===== config.mk =====
export PLATFORM = sky130hd
export DESIGN_NAME = btt_unit
export DESIGN_NICKNAME = d
export VERILOG_FILES = /design/src/sv/btt_pkg.sv /design/src/sv/btt_unit.sv
export SDC_FILE = /design/constraint.sdc
export NUM_CORES = 1
export LEC_CHECK = 0
export BUFFER_PORTS_ARGS = -buffer_cell sky130_fd_sc_hd__buf_2
export CAP_MARGIN = 10
export CORE_AREA = 4 4 336 338
export DETAILED_ROUTE_END_ITERATION = 10
export DIE_AREA = 0 0 340 342
export GPL_TIMING_DRIVEN = 0
export PLACE_DENSITY = 0.33
export RECOVER_POWER = 50
export SLEW_MARGIN = 20
export SYNTH_ARGS = -nofsm -noshare
export SYNTH_HDL_FRONTEND = slang
export SYNTH_SLANG_ARGS = --single-unit
export TNS_END_PERCENT = 5

===== constraint.sdc =====
create_clock -name vclk -period 4.4
set_clock_uncertainty 0.05 [all_clocks]
set_input_delay 0.22 -clock vclk [all_inputs]
set_output_delay 0.22 -clock vclk [all_outputs]
set_load 0.05 [all_outputs]

===== src/sv/btt_pkg.sv =====
// shared types and codes for the buffer tracking table
package btt_pkg;

   // operation codes carried on req_mode
   localparam logic [2:0] MODE_REG       = 3'd0;
   localparam logic [2:0] MODE_UNREG     = 3'd1;
   localparam logic [2:0] MODE_ACC       = 3'd2;
   localparam logic [2:0] MODE_ACC_EPOCH = 3'd3;
   localparam logic [2:0] MODE_CLASSIFY  = 3'd4;
   localparam logic [2:0] MODE_READ      = 3'd5;

   // result status codes
   localparam logic [1:0] ST_OK    = 2'd0;
   localparam logic [1:0] ST_MISS  = 2'd1;
   localparam logic [1:0] ST_FULL  = 2'd2;
   localparam logic [1:0] ST_RANGE = 2'd3;

   // buffer classes
   localparam logic [1:0] CLS_UNKNOWN    = 2'd0;
   localparam logic [1:0] CLS_PERSISTENT = 2'd1;
   localparam logic [1:0] CLS_EPHEMERAL  = 2'd2;

   // configuration register indexes
   localparam logic [1:0] CSR_LIFE = 2'd0;
   localparam logic [1:0] CSR_THR  = 2'd1;
   localparam logic [1:0] CSR_MINB = 2'd2;

   // configuration reset values
   localparam logic [47:0] LIFE_RST = 48'd10;
   localparam logic [31:0] THR_RST  = 32'd10;
   localparam logic [39:0] MINB_RST = 40'd1048576;

   // one stored buffer record
   typedef struct packed {
      logic        active;
      logic [47:0] address;
      logic [39:0] bytes;
      logic [47:0] birth;
      logic [47:0] recent;
      logic [31:0] hits;
      logic [1:0]  cls;
   } record_type;

   // classification thresholds
   typedef struct packed {
      logic [47:0] life;
      logic [31:0] thr;
      logic [39:0] minb;
   } cfg_type;

   // what the shared unit reports for one record
   typedef struct packed {
      logic       hit;
      logic       free;
      record_type upd;
      record_type cls;
   } eval_type;

endpackage


===== src/sv/btt_unit.sv =====
// shared compare and update unit applied to one record per cycle
module btt_unit
   import btt_pkg::*;
(
   input  record_type  rec,
   input  logic [2:0]  mode,
   input  logic [47:0] key,
   input  logic [47:0] now,
   input  cfg_type     cfg,
   output eval_type    ev
);

   logic [47:0] life;
   logic [31:0] hits_bump;
   logic        is_pers;

   // saturating access count
   assign hits_bump = (rec.hits != '1) ? rec.hits + 32'd1 : rec.hits;

   // lifetime with wrap
   assign life    = now - rec.birth;
   assign is_pers = (life >= cfg.life) && (rec.hits >= cfg.thr) && (rec.bytes >= cfg.minb);

   always_comb begin
      // key match and free slot detection
      ev.hit  = rec.active && (rec.address == key);
      ev.free = !rec.active;

      // record after a hit, per operation
      ev.upd = rec;
      case (mode)
         MODE_REG, MODE_ACC_EPOCH: begin
            ev.upd.recent = now;
            ev.upd.hits   = hits_bump;
         end
         MODE_ACC: begin
            ev.upd.hits = hits_bump;
         end
         MODE_UNREG: begin
            ev.upd.active = 1'b0;
         end
         default: begin
            ev.upd = rec;
         end
      endcase

      // class from thresholds
      ev.cls = rec;
      if (is_pers) begin
         ev.cls.cls = CLS_PERSISTENT;
      end else if (life < cfg.life) begin
         ev.cls.cls = CLS_UNKNOWN;
      end else begin
         ev.cls.cls = CLS_EPHEMERAL;
      end
   end

endmodule


==> reports/metrics.yaml <==
logic_synthesis:
  netlist_instances: 1429
  syn_nets: 2036
  yosysWarnings: 0
  yosysSeqAreaShare_pct: 0
  synth.distinct_cells: 67
  syn_area_um2: 10400
  avgSynthCellArea_um2: 7.27
grt:
  grt_max_degree: 11
  antenna_found_initial: 47
  grt_usage_pct: 12.2
  grt_pass1_vias: 13000
  grt_pass1_wl_um: 102000
  grt.overflow.total: 0
layout:
  regArea_um2: 0
  stdcell_area_um2: 17200
  fin_cells: 3828
  nClkBuffers: 0
  layout.nets: 2937
  seq_cells: 0
  area_growth_syn_to_layout_pct: 66.0
  drive_above_1_share_pct: 50.7
die:
  fp-row-count: 122
  design.core.area_um2: 110000
  die_y_um: 342
  dieArea_um2: 116000
  top_level_ports: 878
  start_util_pct: 9.44
  dieWidth_um: 340
sta:
  setup_viol: 2
  period_share_pct: 120
  drv_slew: 0
  maxSlewHeadroom_pct: 40.5
  fin_crit_ns: 5.29
  holdWs_ns: 0.777
  finalHoldViolCount: 0
  max_freq_mhz: 189
  grt_setup_unrepaired: "yes"
  fin_ws_ns: -0.893
  tightest_slew_ns: 0.893
min_path:
  hold_path_class: "in2out"
critical_path:
  path_max_fanout: 3
  path_class: "in2out"
  end_kind: "primary output"
  required_ns: 4.13
  crit_path_start_kind: "primary input"
  cp.arrival_ns: 5.02
placement:
  placed_area_um2: 16700
  dp_slack_ns: -3.06
  gp_congestion: 0.834
  placedCellCount: 3794
  dp_hpwl_um: 71200
  io_buffers: 876
routing:
  vias: 12800
  finalWirelength_um: 76300
  routedWlPerCell_um: 19.9
  drc: 0
  drtPass1Iterations: 4
  viasPerCell: 3.35
  postRouteAntennaNets: 0
  first_iter_violations: 408
power_and_ir_drop:
  vdd_drop_max_v: 0.0000858
  p_per_area_nw_per_um2: 171
  p_leak_nw: 9.09
job:
  drv_cap: 0
status:
  status: "complete, but fails checks"
  failed_checks: "setup timing"
clock_network:
  cts_hold_buffers: 0
==> layer usage <==
metal | vias to the layer above | GRT usage [%] | wire length [um]
met3 | 60 | 2.35 | 5170
met4 | 20 | 0.658 | 549
met1 | 5815 | 15.1 | 31700
met5 | - | 0 | 143
li1 | 6342 | - | -
met2 | 574 | 22.8 | 38700
==> metrics by stage <==
| stage | power, W | util [%] | TNS [ns] |
|---|---|---|---|
| floorplan | 0.00190 | - | 0 |
| global placement | 0.00284 | 15.1 | -6.98 |
| detailed placement | 0.00285 | 15.2 | -5.95 |
| CTS | 0.00295 | 15.5 | -2.54 |
| global route | 0.00318 | 15.6 | -2.28 |
| finish | 0.00295 | 15.7 | -1.76 |
==> timing repair <==
action                     CTS  global route
setup endpoints to repair    2             2
gates resized for setup     62            63
pin swaps                   20            41
buffers inserted            16            13
==> cells in the mapped netlist (all sizes together) (2+ instances only) <==
cell | n | area (um^2)
nand3 | 30 | 150
a22o | 2 | 17.5
nor4 | 9 | 71.3
and2 | 2 | 12.5
a41oi | 5 | 58.8
o22ai | 3 | 18.8
a21o | 77 | 578
buf | 365 | 2710
or4 | 2 | 15.0
a31o | 4 | 35.0
a31oi | 10 | 68.8
nand4 | 45 | 297
a21oi | 88 | 444
ha | 168 | 2100
o21bai | 4 | 30.0
o21a | 8 | 60.1
o21ai | 47 | 250
a211oi | 6 | 50.1
o31ai | 5 | 51.3
nor3 | 14 | 75.1
xor2 | 51 | 447
and3 | 10 | 67.6
xnor2 | 72 | 631
o2111ai | 3 | 26.3
nor2b | 8 | 50.1
o211ai | 4 | 35.0
nor4bb | 2 | 20.0
inv | 183 | 687
or2 | 6 | 37.5
nor2 | 37 | 139
a211o | 2 | 17.5
a221oi | 2 | 17.5
o211a | 2 | 20.0
or3 | 6 | 42.5
mux2 | 50 | 563
nand2b | 4 | 25.0
a311oi | 3 | 26.3
and4 | 6 | 52.6
clkbuf | 17 | 63.8
nand2 | 58 | 218
==> cells in the final DEF (no fill, tap or decap), drive strengths merged, types with 3 or more instances in the layout <==
master and instances:
clkbuf 234, inv 182, nand3 30, o21bai 4, o21a 8, xor2 51, o211ai 4, nand2 58
ha 168, a211oi 6, a311oi 3, nor2 37, a21oi 88, nor4 9, buf 1047, nor2b 8
nand4 45, or2 6, diode 12, a41oi 5, o31ai 5, a31o 4, xnor2 72, o21ai 47
and3 10, a31oi 10, o22ai 3, a21o 77, or3 6, o2111ai 3, mux2 50, and4 6
nand2b 4, nor3 14
==> path summary, 6_finish.rpt <==
kind | startpoint | depth (start not counted) | to
hold / removal | rec[0] | 2 | ev[219]
setup / recovery | rec[86] | 26 | ev[0]
==> logic make-up after synthesis <==
family                   after synthesis  share of synthesized area [%]
buffers and inverters                565                           33.4
adder cells (fa/ha/maj)              169                           20.4
AND/OR/NAND/NOR                      241                           12.4
XOR/XNOR                             123                           10.4
multiplexers                          51                           5.52
AO/OA/AOI/OAI                        280                           17.9
==> cell type report <==
cell class                      instances  area [um^2]
Antenna cell                           12         30.0
Buffer                                378         2790
Fill cell                           13000        92800
Inverter                              183          691
Multi-Input combinational cell        864         7450
Tap cell                             1488         1860
Timing Repair Buffer                  903         4420
==> worst max-delay path, cell delays in order <==
cell and delay (ns):
clkbuf_4 0.15, clkinvlp_4 0.21, ha_4 0.35, o211ai_1 0.11
o211ai_2 0.23, buf_4 0.15, buf_4 0.10, a31oi_4 0.12
o21ai_4 0.27, a31oi_4 0.15, o21ai_4 0.27, nand3_4 0.13
o311ai_4 0.36, xor2_2 0.14, ha_1 0.30, nand4_1 0.13
or2_4 0.28, nor2_4 0.09, o21ai_1 0.07, nor4bb_4 0.16
buf_12 0.15, nand2_4 0.06, nand3_4 0.13, nor3_4 0.36
buf_6 0.15, buf_12 0.13
==> power breakdown <==
part	leakage, nW	switching [W]	internal, W
clock	0.0000761	0	0.000000000317
sequential	0	0	0
combinational	9.09	0.00193	0.00102
total	9.09	0.00193	0.00102
(Power assumes the default switching activity.)
