==> src/sv/btt_ram.sv <==
// generic simple dual-port ram with registered read
module btt_ram #(
   parameter int WIDTH = 8,
   parameter int DEPTH = 64
) (
   input  logic                                   clock,
   input  logic                                   wr_en,
   input  logic [(DEPTH > 1 ? $clog2(DEPTH) : 1)-1:0] wr_addr,
   input  logic [WIDTH-1:0]                       wr_data,
   input  logic [(DEPTH > 1 ? $clog2(DEPTH) : 1)-1:0] rd_addr,
   output logic [WIDTH-1:0]                       rd_data
);

   logic [WIDTH-1:0] mem [DEPTH];
   logic [WIDTH-1:0] rd_data_ff;

   // write port and registered read port
   always_ff @(posedge clock) begin
      if (wr_en) begin
         mem[wr_addr] <= wr_data;
      end
      rd_data_ff <= mem[rd_addr];
   end

   assign rd_data = rd_data_ff;

endmodule

==> config.mk <==
export PLATFORM = sky130hd
export DESIGN_NAME = btt_ram
export DESIGN_NICKNAME = d
export VERILOG_FILES = /design/src/sv/btt_ram.sv
export SDC_FILE = /design/constraint.sdc
export NUM_CORES = 1
export LEC_CHECK = 0
export BUFFER_PORTS_ARGS = -buffer_cell sky130_fd_sc_hd__clkbuf_2
export CORE_AREA = 8 8 250 252
export CTS_CLUSTER_DIAMETER = 60
export DETAILED_ROUTE_END_ITERATION = 16
export DIE_AREA = 0 0 258 260
export SYNTH_ARGS = -nofsm -noshare
export SYNTH_HDL_FRONTEND = slang
export SYNTH_SLANG_ARGS = --single-unit
==> constraint.sdc <==
create_clock -name clock -period 2.8 [get_ports clock]
set_input_delay 0.14 -clock clock [delete_from_list [all_inputs] [get_ports clock]]
set_output_delay 0.14 -clock clock [all_outputs]
set_load 0.005 [all_outputs]
==> results.tsv, run 1 <==
metric	value	unit
power.leakage	7.469	nW
multi_input_area	4315	µm²
dieArea	67080	µm²
io_buffers	29	
final_common_cell	edfxtp_1	
max_freq	474.2	MHz
gp_congestion	0.7928	
diodes	0	
worst_hold_path_type	input port to flop	
avgSynthCellArea	21.45	µm²
globalRouteTotalUtil	0.1370	
dp_hpwl	29480	µm
finalClockSkew	0.01547	ns
worstPathMaxFanout	1	
netlist_area	20170	µm²
synth_edf_count	512	
post_cts_resized	0	
nNetsFinal	1106	
insertion_delay	0.57	ns
numClockSinks	520	
drt_iter0_drc	910	
layout-drive-gt1-share	0.3141	
dieWidth	258	µm
hold_depth	3	
grt_pass1_vias	10180	
antenna_found_initial	2	
nFillCells	5127	
status	completed	
layout_min_cycle_time	2.109	ns
wl_per_cell	24.49	µm
via_per_inst	5.201	
grt_pass1_wl	68590	µm
start_kind	flop	
postRouteAntennaNets	0	
ys_ff_latch	520	
p_total	15.93	mW
cp-end-kind	flop	
async_reset_ff_frac	0	
routed_wl	46470	µm
syn_nets	962	
cts_buffer_depth	3	
cts-buffers-inserted	49	
die_h	260	µm
layout_common_cells	edfxtp_1 (512), mux4_2 (126), buf_4 (111), nor2_1 (83), clkbuf_16 (51)	
synth_seq_area_share	0.7703	
synth_cells	940	
worst_slack	0.6910	ns
cts_root_buf	clkbuf_16	
post_cts.repair.setup_buffers	0	
start_util	0.3450	
drc_errors	0	
drv_slew	0	
rsz0062_at_grt	no	
synthDistinctLibCells	40	
firstDrtPassIters	4	
seq_area	15530	µm²
post-route-util	0.4015	
clk_pin_slew	0.06	ns
dpl_worst_slack	0.2104	ns
rr_worst_depth	5	
num_io_pins	30	
grt_overflow_total	0	
core_area	58460	µm²
htreeDepth	2	
tightest_slew	1.182	ns
drv_cap	0	
ir_worst_vdd	0.0004972	V
finalCritPeriodShare	0.7532	
powerDensity	678.7	nW/µm²
required	3.23	ns
row_count	89	
ys.flop_type	edfxtp_1	
worstSetupPathType	flop to flop	
area_growth	16.40	%
max_slew_margin	0.2123	
hold_buffers	0	
arrival	2.54	ns
grt_max_degree	65	
ys.warnings.count	0	
setup_viol	0	
vias	9866	
cts_tree	yes	
finalHoldViolations	0	
tns	0	ns
path summary, 6_finish.rpt:
path,start,to,slack (ns)
max,mem[16][6]$_DFFE_PP_,rd_data[6]$_DFF_P_,0.69
min,rd_addr[5],rd_data[2]$_DFF_P_,0.11
max reg2reg,mem[16][6]$_DFFE_PP_,rd_data[6]$_DFF_P_,0.69
min reg2reg,mem[26][4]$_DFFE_PP_,rd_data[4]$_DFF_P_,0.86
routing by layer:
metal	wire length, µm	global-route usage
met1	19920	0.1825
met5	31	0
met4	1228	0.04296
met3	2363	0.02181
met2	22920	0.2298
layout make-up:
cell class,count,area share
clock buffer,60,0.05581
clock inverter,31,0.01061
multi-input combinational,369,0.1838
sequential,520,0.6618
tap,773,0.04120
timing repair buffer,144,0.04675
worst max-delay path, stage by stage (launching register included):
cell and delay (ns):
edfxtp_1 0.37, mux4_2 0.47, mux2_2 0.28, o221a_2 0.28, nor3_1 0.43, o32ai_1 0.15
logic make-up (layout without fill, tap and decap cells):
group	Yosys count	in the layout	synth area share
flip-flops	520	520	0.7703
multiplexers	162	162	0.1594
AND/OR/NAND/NOR	153	153	0.03387
AO/OA/AOI/OAI	54	54	0.02072
buffers and inverters	51	235	0.01570
Yosys cell counts, types with 3 or more instances:
cell / count / area share
a22oi_1: 3 / 0.0011
nor2b_1: 14 / 0.0043
nand3_1: 13 / 0.0032
nand2_1: 19 / 0.0035
mux4_2: 126 / 0.14
mux2_2: 13 / 0.0073
dfxtp_1: 8 / 0.0079
mux2i_1: 23 / 0.011
nor3_1: 7 / 0.0017
o2bb2ai_1: 3 / 0.0013
buf_2: 11 / 0.0027
buf_6: 4 / 0.0022
o22ai_1: 8 / 0.0025
a221oi_1: 6 / 0.0026
nand2b_1: 7 / 0.0022
o221ai_1: 8 / 0.0035
buf_4: 13 / 0.0048
a211oi_1: 4 / 0.0015
edfxtp_1: 512 / 0.76
o2111ai_1: 3 / 0.0013
nor2_1: 83 / 0.015
a21oi_1: 3 / 0.00074
clkbuf_1: 17 / 0.0032
buf_1: 4 / 0.00074
nand3b_1: 3 / 0.0011
flip-flops by register name, indices dropped and copies added, names as in the netlist:
register	cells
mem	512
rd_data	8
report_power, final:
group | switching [mW] | leakage (nW) | internal (mW)
clock | 2.77 | 0.769 | 3.69
sequential | 0.0279 | 4.67 | 8.62
combinational | 0.496 | 2.03 | 0.329
stage by stage:
step,instances,hold slack (ns),instance area [µm²]
2_1_floorplan,940,0.2389,20170
3_3_place_gp,1806,0.5580,21910
3_5_place_dp,1806,0.5541,21910
4_1_cts,1897,0.08299,23470
5_1_grt,1897,0.1032,23470
6_report,1897,0.1135,23470
No activity file was read; power rests on OpenSTA's default activity.
==> run 2, diff against run 1 <==
Clock period 2.8 ns to 2.2 ns, I/O delays scaled along.
==> run 2 against run 1 <==
Against the previous run: combinational power up 33%; sequential share of layout area fell by 1.1 points; highest routed layer is now met4; utilization is 0.68 points higher; sequential cell count is the same; non-clock buffer count grew 19; wire length down 1.7%; global-route usage is 0.12 points lower; largest power group unchanged; critical endpoint unchanged.
==> results.tsv, run 2 (synthesis gave the netlist of run 1 again) <==
metric	value	unit	change
required	2.67	ns	-0.56 ns
busiest_layer	met2		
largest_reg_flops	512		unchanged
grt_pass1_vias	10310		+1.2%
cts-buffers-inserted	51		+4.1%
cp_slowest_cell	mux4_2		
start_util	0.3450		unchanged
use_met1	0.1804		-0.002074
insertion_delay	0.59	ns	+0.02 ns
powerDensity	882.7	nW/µm²	+30%
nNetsFinal	1127		+1.9%
vias	9875		+0.091%
firstDrtPassIters	5		+1
grt_pass1_wl	67890	µm	-1.0%
crit_chain	mux4_2, mux2_2, o221a_2, nor3_1, o32ai_1		
routed_wl	45690	µm	-1.7%
io_buffers	29		unchanged
dp_hpwl	29140	µm	-1.2%
start_kind	flop		
layout.cells.non_filler	1919		+1.2%
worstPathMaxFanout	1		unchanged
power.leakage	7.664	nW	+2.6%
worstSetupPathType	flop to flop		
cp-end-kind	flop		
post_cts.repair.setup_buffers	0		unchanged
via_per_inst	5.146		-1.1%
layout_min_cycle_time	2.020	ns	-0.08941 ns
cp.buffers_inverters	0		unchanged
htreeDepth	2		unchanged
slowest_delay	0.46	ns	about the same
gr-usage-met2	0.2227		-0.007055
arrival	2.48	ns	-0.06 ns
clk_pin_slew	0.06	ns	about the same
drc_errors	0		unchanged
num_io_pins	30		unchanged
finalHoldViolations	0		unchanged
ir_worst_vdd	0.0005440	V	+9.4%
setup_viol	0		unchanged
antenna_found_initial	0		-2
dieWidth	258	µm	unchanged
postRouteAntennaNets	0		unchanged
tightest_slew	1.062	ns	-0.1200 ns
dieArea	67080	µm²	unchanged
grt_max_degree	65		unchanged
grt_overflow_total	0		unchanged
cts_tree	yes		
finalCritPeriodShare	0.9180		+0.1648
finish.instance_area	23870	µm²	+1.7%
dp.cells	1824		+1.0%
crit_cells	5		unchanged
die_h	260	µm	unchanged
drt_iter0_drc	944		+3.7%
status	completed		
post-route-util	0.4083		+0.006827
core_area	58460	µm²	unchanged
placed_cell_area	22110	µm²	+0.90%
wl_per_cell	23.81	µm	-2.8%
area_growth	18.38	%	
cts_buffer_depth	3		unchanged
numClockSinks	520		unchanged
globalRouteTotalUtil	0.1358		-0.001238
drv_slew	0		unchanged
worst_hold_path_type	input port to flop		
largest-register	mem		
final_common_cell	edfxtp_1		
cpLargestDelayFamily	multiplexers		
diodes	0		unchanged
layout_common_cells	edfxtp_1 (512), mux4_2 (126), buf_4 (124), nor2_1 (83), clkbuf_16 (52)		
rr_worst_depth	5		unchanged
grtUsageMet3	0.02840		+0.006590
rsz0062_at_grt	no		
hold_depth	3		unchanged
max_slew_margin	0.2923		+0.07999
max_freq	495.2	MHz	+4.4%
gp_congestion	0.7647		-3.5%
layout-drive-gt1-share	0.3316		+0.01753
row_count	89		unchanged
finalClockSkew	0.01543	ns	-0.00003490 ns
drv_cap	0		unchanged
cts_root_buf	clkbuf_16		
run 2: changes by cell type in the layout (fill, tap and decap cells not counted), sizes merged:
| cell | delta |
|---|---|
| buf | +18 |
| clkinv | -9 |
| clkbuf | +5 |
| bufinv | +3 |
| clkinvlp | +3 |
| dlygate4sd3 | +1 |
| inv | +1 |
run 2: layout make-up:
class,count,area (µm²)
Clock buffer,65,1410
Timing Repair Buffer,163,1305
Clock inverter,29,340.3
Tap cell,773,967.2
Fill cell,5119,34590
Sequential cell,520,15530
Multi-Input combinational cell,369,4315
run 2: report_power, final:
part           leakage (nW)  internal, mW  switching, mW
combinational          2.14         0.459          0.638
sequential             4.67          11.0         0.0369
clock                 0.848          5.36           3.62
total                  7.66          16.8           4.29
run 2: worst paths after layout:
kind	endpoint	slack, ns	start
min reg2reg	rd_data[4]$_DFF_P_	0.81	mem[30][4]$_DFFE_PP_
max reg2reg	rd_data[6]$_DFF_P_	0.18	mem[21][6]$_DFFE_PP_
max	rd_data[6]$_DFF_P_	0.18	mem[21][6]$_DFFE_PP_
min	mem[50][3]$_DFFE_PP_	0.09	wr_addr[1]
run 2: what timing repair did:
| item | in CTS | in global routing |
|---|---|---|
| resized for setup | 0 | 0 |
| hold buffers | 1 | 0 |
| endpoints found under the hold margin | 6 | 0 |
run 2: stage by stage:
step           worst slack [ns]  power (mW)  setup TNS (ns)  hold WS [ns]
6_report                 0.1804       21.07               0       0.09485
5_1_grt                 0.08847       21.70               0        0.1200
4_1_cts                  0.1383       21.29               0       0.04202
3_5_place_dp           -0.08958       12.33         -0.1924        0.5408
3_3_place_gp            -0.1046       12.31         -0.1772        0.5422
2_1_floorplan            0.4223       11.78               0        0.2089
run 2: worst min-delay path: cells and delay by family:
| family | cells | cell delay (ns) |
|---|---|---|
| buffers and inverters | 1 | 0.17 |
| AND/OR/NAND/NOR | 2 | 0.22 |
run 2: per-layer routing:
layer	vias up	share of wire
met5	-	0
met4	0	0.027
met3	64	0.064
met2	301	0.49
met1	5255	0.42
li1	4255	-
==> run 3, diff against run 2 <==
Settings changed: PLACE_DENSITY set to 0.59.
==> run 3 against run 2 <==
Against the previous run: clock skew increased by 0.0070 ns; die area is the same; utilization up 0.16 points; global-route usage up 0.31 points; critical path depth decreased by 1; via count shrank 0.41%; sequential share of layout area down 0.25 points; setup slack gained 0.0021 ns; sequential power barely moved; wire length increased by 2.0%; critical endpoint is now rd_data[3]$_DFF_P_; largest cell class unchanged; largest power group unchanged; highest routed layer unchanged.
==> results.tsv, run 3 (synthesis gave the netlist of run 1 again) <==
metric	value	unit	change
status	completed		
largest_reg_flops	512		unchanged
layout_common_cells	edfxtp_1 (512), buf_4 (130), mux4_2 (126), nor2_1 (83), clkbuf_16 (51)		
tns	0	ns	unchanged
nFillCells	5117		-0.039%
start_kind	flop		
dieWidth	258	µm	unchanged
row_count	89		unchanged
worstSetupPathType	flop to flop		
setup_viol	0		unchanged
powerDensity	871.4	nW/µm²	-1.3%
grt_overflow_total	0		unchanged
required	2.66	ns	about the same
switchingPower	4.308	mW	+0.36%
htreeDepth	2		unchanged
grt_pass1_vias	10230		-0.80%
combPwrFrac	0.054		+0.002
max_slew_margin	0.2725		-0.01983
cts-buffers-inserted	51		unchanged
cts_root_buf	clkbuf_16		
nNetsFinal	1139		+1.1%
die_h	260	µm	unchanged
hold_ws	0.03745	ns	-0.05740 ns
rr_startpoint	mem[2][3]$_DFFE_PP_		
firstDrtPassIters	5		unchanged
clk_pin_slew	0.07	ns	about the same
gp_congestion	0.7745		+1.3%
rsz0062_at_grt	no		
layout-drive-gt1-share	0.3368		+0.005217
globalRouteTotalUtil	0.1389		+0.003134
multi_input_area	4322	µm²	+0.14%
start_util	0.3450		unchanged
arrival	2.47	ns	about the same
drv_cap	0		unchanged
area_growth	18.83	%	
io_buffers	29		unchanged
post_cts.repair.setup_buffers	0		unchanged
reg2reg_to	rd_data[3]$_DFF_P_		
via_per_inst	5.101		-0.87%
max_freq	495.7	MHz	+0.10%
whs_endpoint	mem[62][6]$_DFFE_PP_		
seqPwrFrac	0.527		+0.005
antenna_found_initial	4		+4
drt_iter0_drc	824		-13%
insertion_delay	0.59	ns	about the same
ir_worst_vdd	0.0005969	V	+9.7%
postRouteAntennaNets	0		unchanged
wl_per_cell	24.17	µm	+1.5%
power.share.clock	0.420		-0.006
hold_path_startpoint	wr_data[6]		
post-route-util	0.4099		+0.001562
layout_min_cycle_time	2.017	ns	-0.002093 ns
grt_max_degree	65		unchanged
swShare	0.2063		+0.002586
dieArea	67080	µm²	unchanged
finalHoldViolations	0		unchanged
critPathLaunch	mem[2][3]$_DFFE_PP_		
final_common_cell	edfxtp_1		
grt_pass1_wl	69160	µm	+1.9%
cts_buffer_depth	3		unchanged
power.leakage	7.712	nW	+0.63%
hold_depth	2		-1
numClockSinks	520		unchanged
num_io_pins	30		unchanged
p_int	16.57	mW	-1.2%
largest-register	mem		
finalCritPeriodShare	0.9170		-0.0009514
worst_hold_path_type	input port to flop		
dp_hpwl	30520	µm	+4.7%
routed_wl	46600	µm	+2.0%
drv_slew	0		unchanged
cp-end-kind	flop		
vias	9835		-0.41%
core_area	58460	µm²	unchanged
worstPathMaxFanout	1		unchanged
r2r_slack	0.18	ns	about the same
tightest_slew	1.091	ns	+0.02975 ns
rr_worst_depth	4		-1
p_total	20.88	mW	-0.90%
cts_tree	yes		
finalClockSkew	0.02244	ns	+0.007010 ns
drc_errors	0		unchanged
seq_area	15530	µm²	unchanged
## run 3: per-stage QoR
step	instance area (µm²)	setup slack [ns]	std cells
after floorplan	20170	0.4223	940
after detailed placement	22280	-0.1121	1836
after global routing	23960	0.1186	1926
after CTS	23950	0.06415	1925
final	23960	0.1825	1928
after global placement	22280	-0.1239	1836
## run 3: power groups by stage
stage,clock (mW),sequential (mW),combinational (mW)
after detailed placement,0,11.2,1.14
after floorplan,0,11.2,0.584
after global placement,0,11.2,1.12
final,8.76,11.0,1.12
after global routing,9.31,11.0,1.20
after CTS,8.96,11.0,1.14
## run 3: what timing repair did
action / in CTS / in global routing
gates resized for setup: 0 / 1
hold endpoints to repair: 3 / 0
hold buffers: 1 / 0
setup endpoints to repair: 0 / 1
## run 3: worst max-delay path by stage
stage	to	slack [ns]	cells after the start
6_report	rd_data[3]$_DFF_P_	0.18	4
5_1_grt	rd_data[4]$_DFF_P_	0.12	5
3_3_place_gp	rd_data[7]$_DFF_P_	-0.12	7
2_1_floorplan	rd_data[3]$_DFF_P_	0.42	7
3_5_place_dp	rd_data[7]$_DFF_P_	-0.11	7
4_1_cts	rd_data[0]$_DFF_P_	0.06	5
## run 3: critical path, stage by stage (launching register included)
cell	delay [ns]
edfxtp_1	0.36
mux4_2	0.48
nor2b_1	0.15
a2111oi_0	0.75
o41ai_1	0.15
## run 3: area by class of cell
| class | instances | share of cell area |
|---|---|---|
| tap | 773 | 0.04036 |
| timing repair buffer | 175 | 0.06135 |
| antenna | 3 | 0.0003133 |
| clock buffer | 65 | 0.05587 |
| sequential | 520 | 0.6483 |
| multi-input combinational | 369 | 0.1803 |
| clock inverter | 23 | 0.01352 |
## run 3: layer usage
metal | track usage | routed length [µm] | vias up
met3 | 0.02937 | 3098 | 73
met1 | 0.1865 | 19800 | 5200
met5 | 0 | 0 | -
li1 | - | - | 4281
met4 | 0.04437 | 1120 | 0
met2 | 0.2253 | 22580 | 281
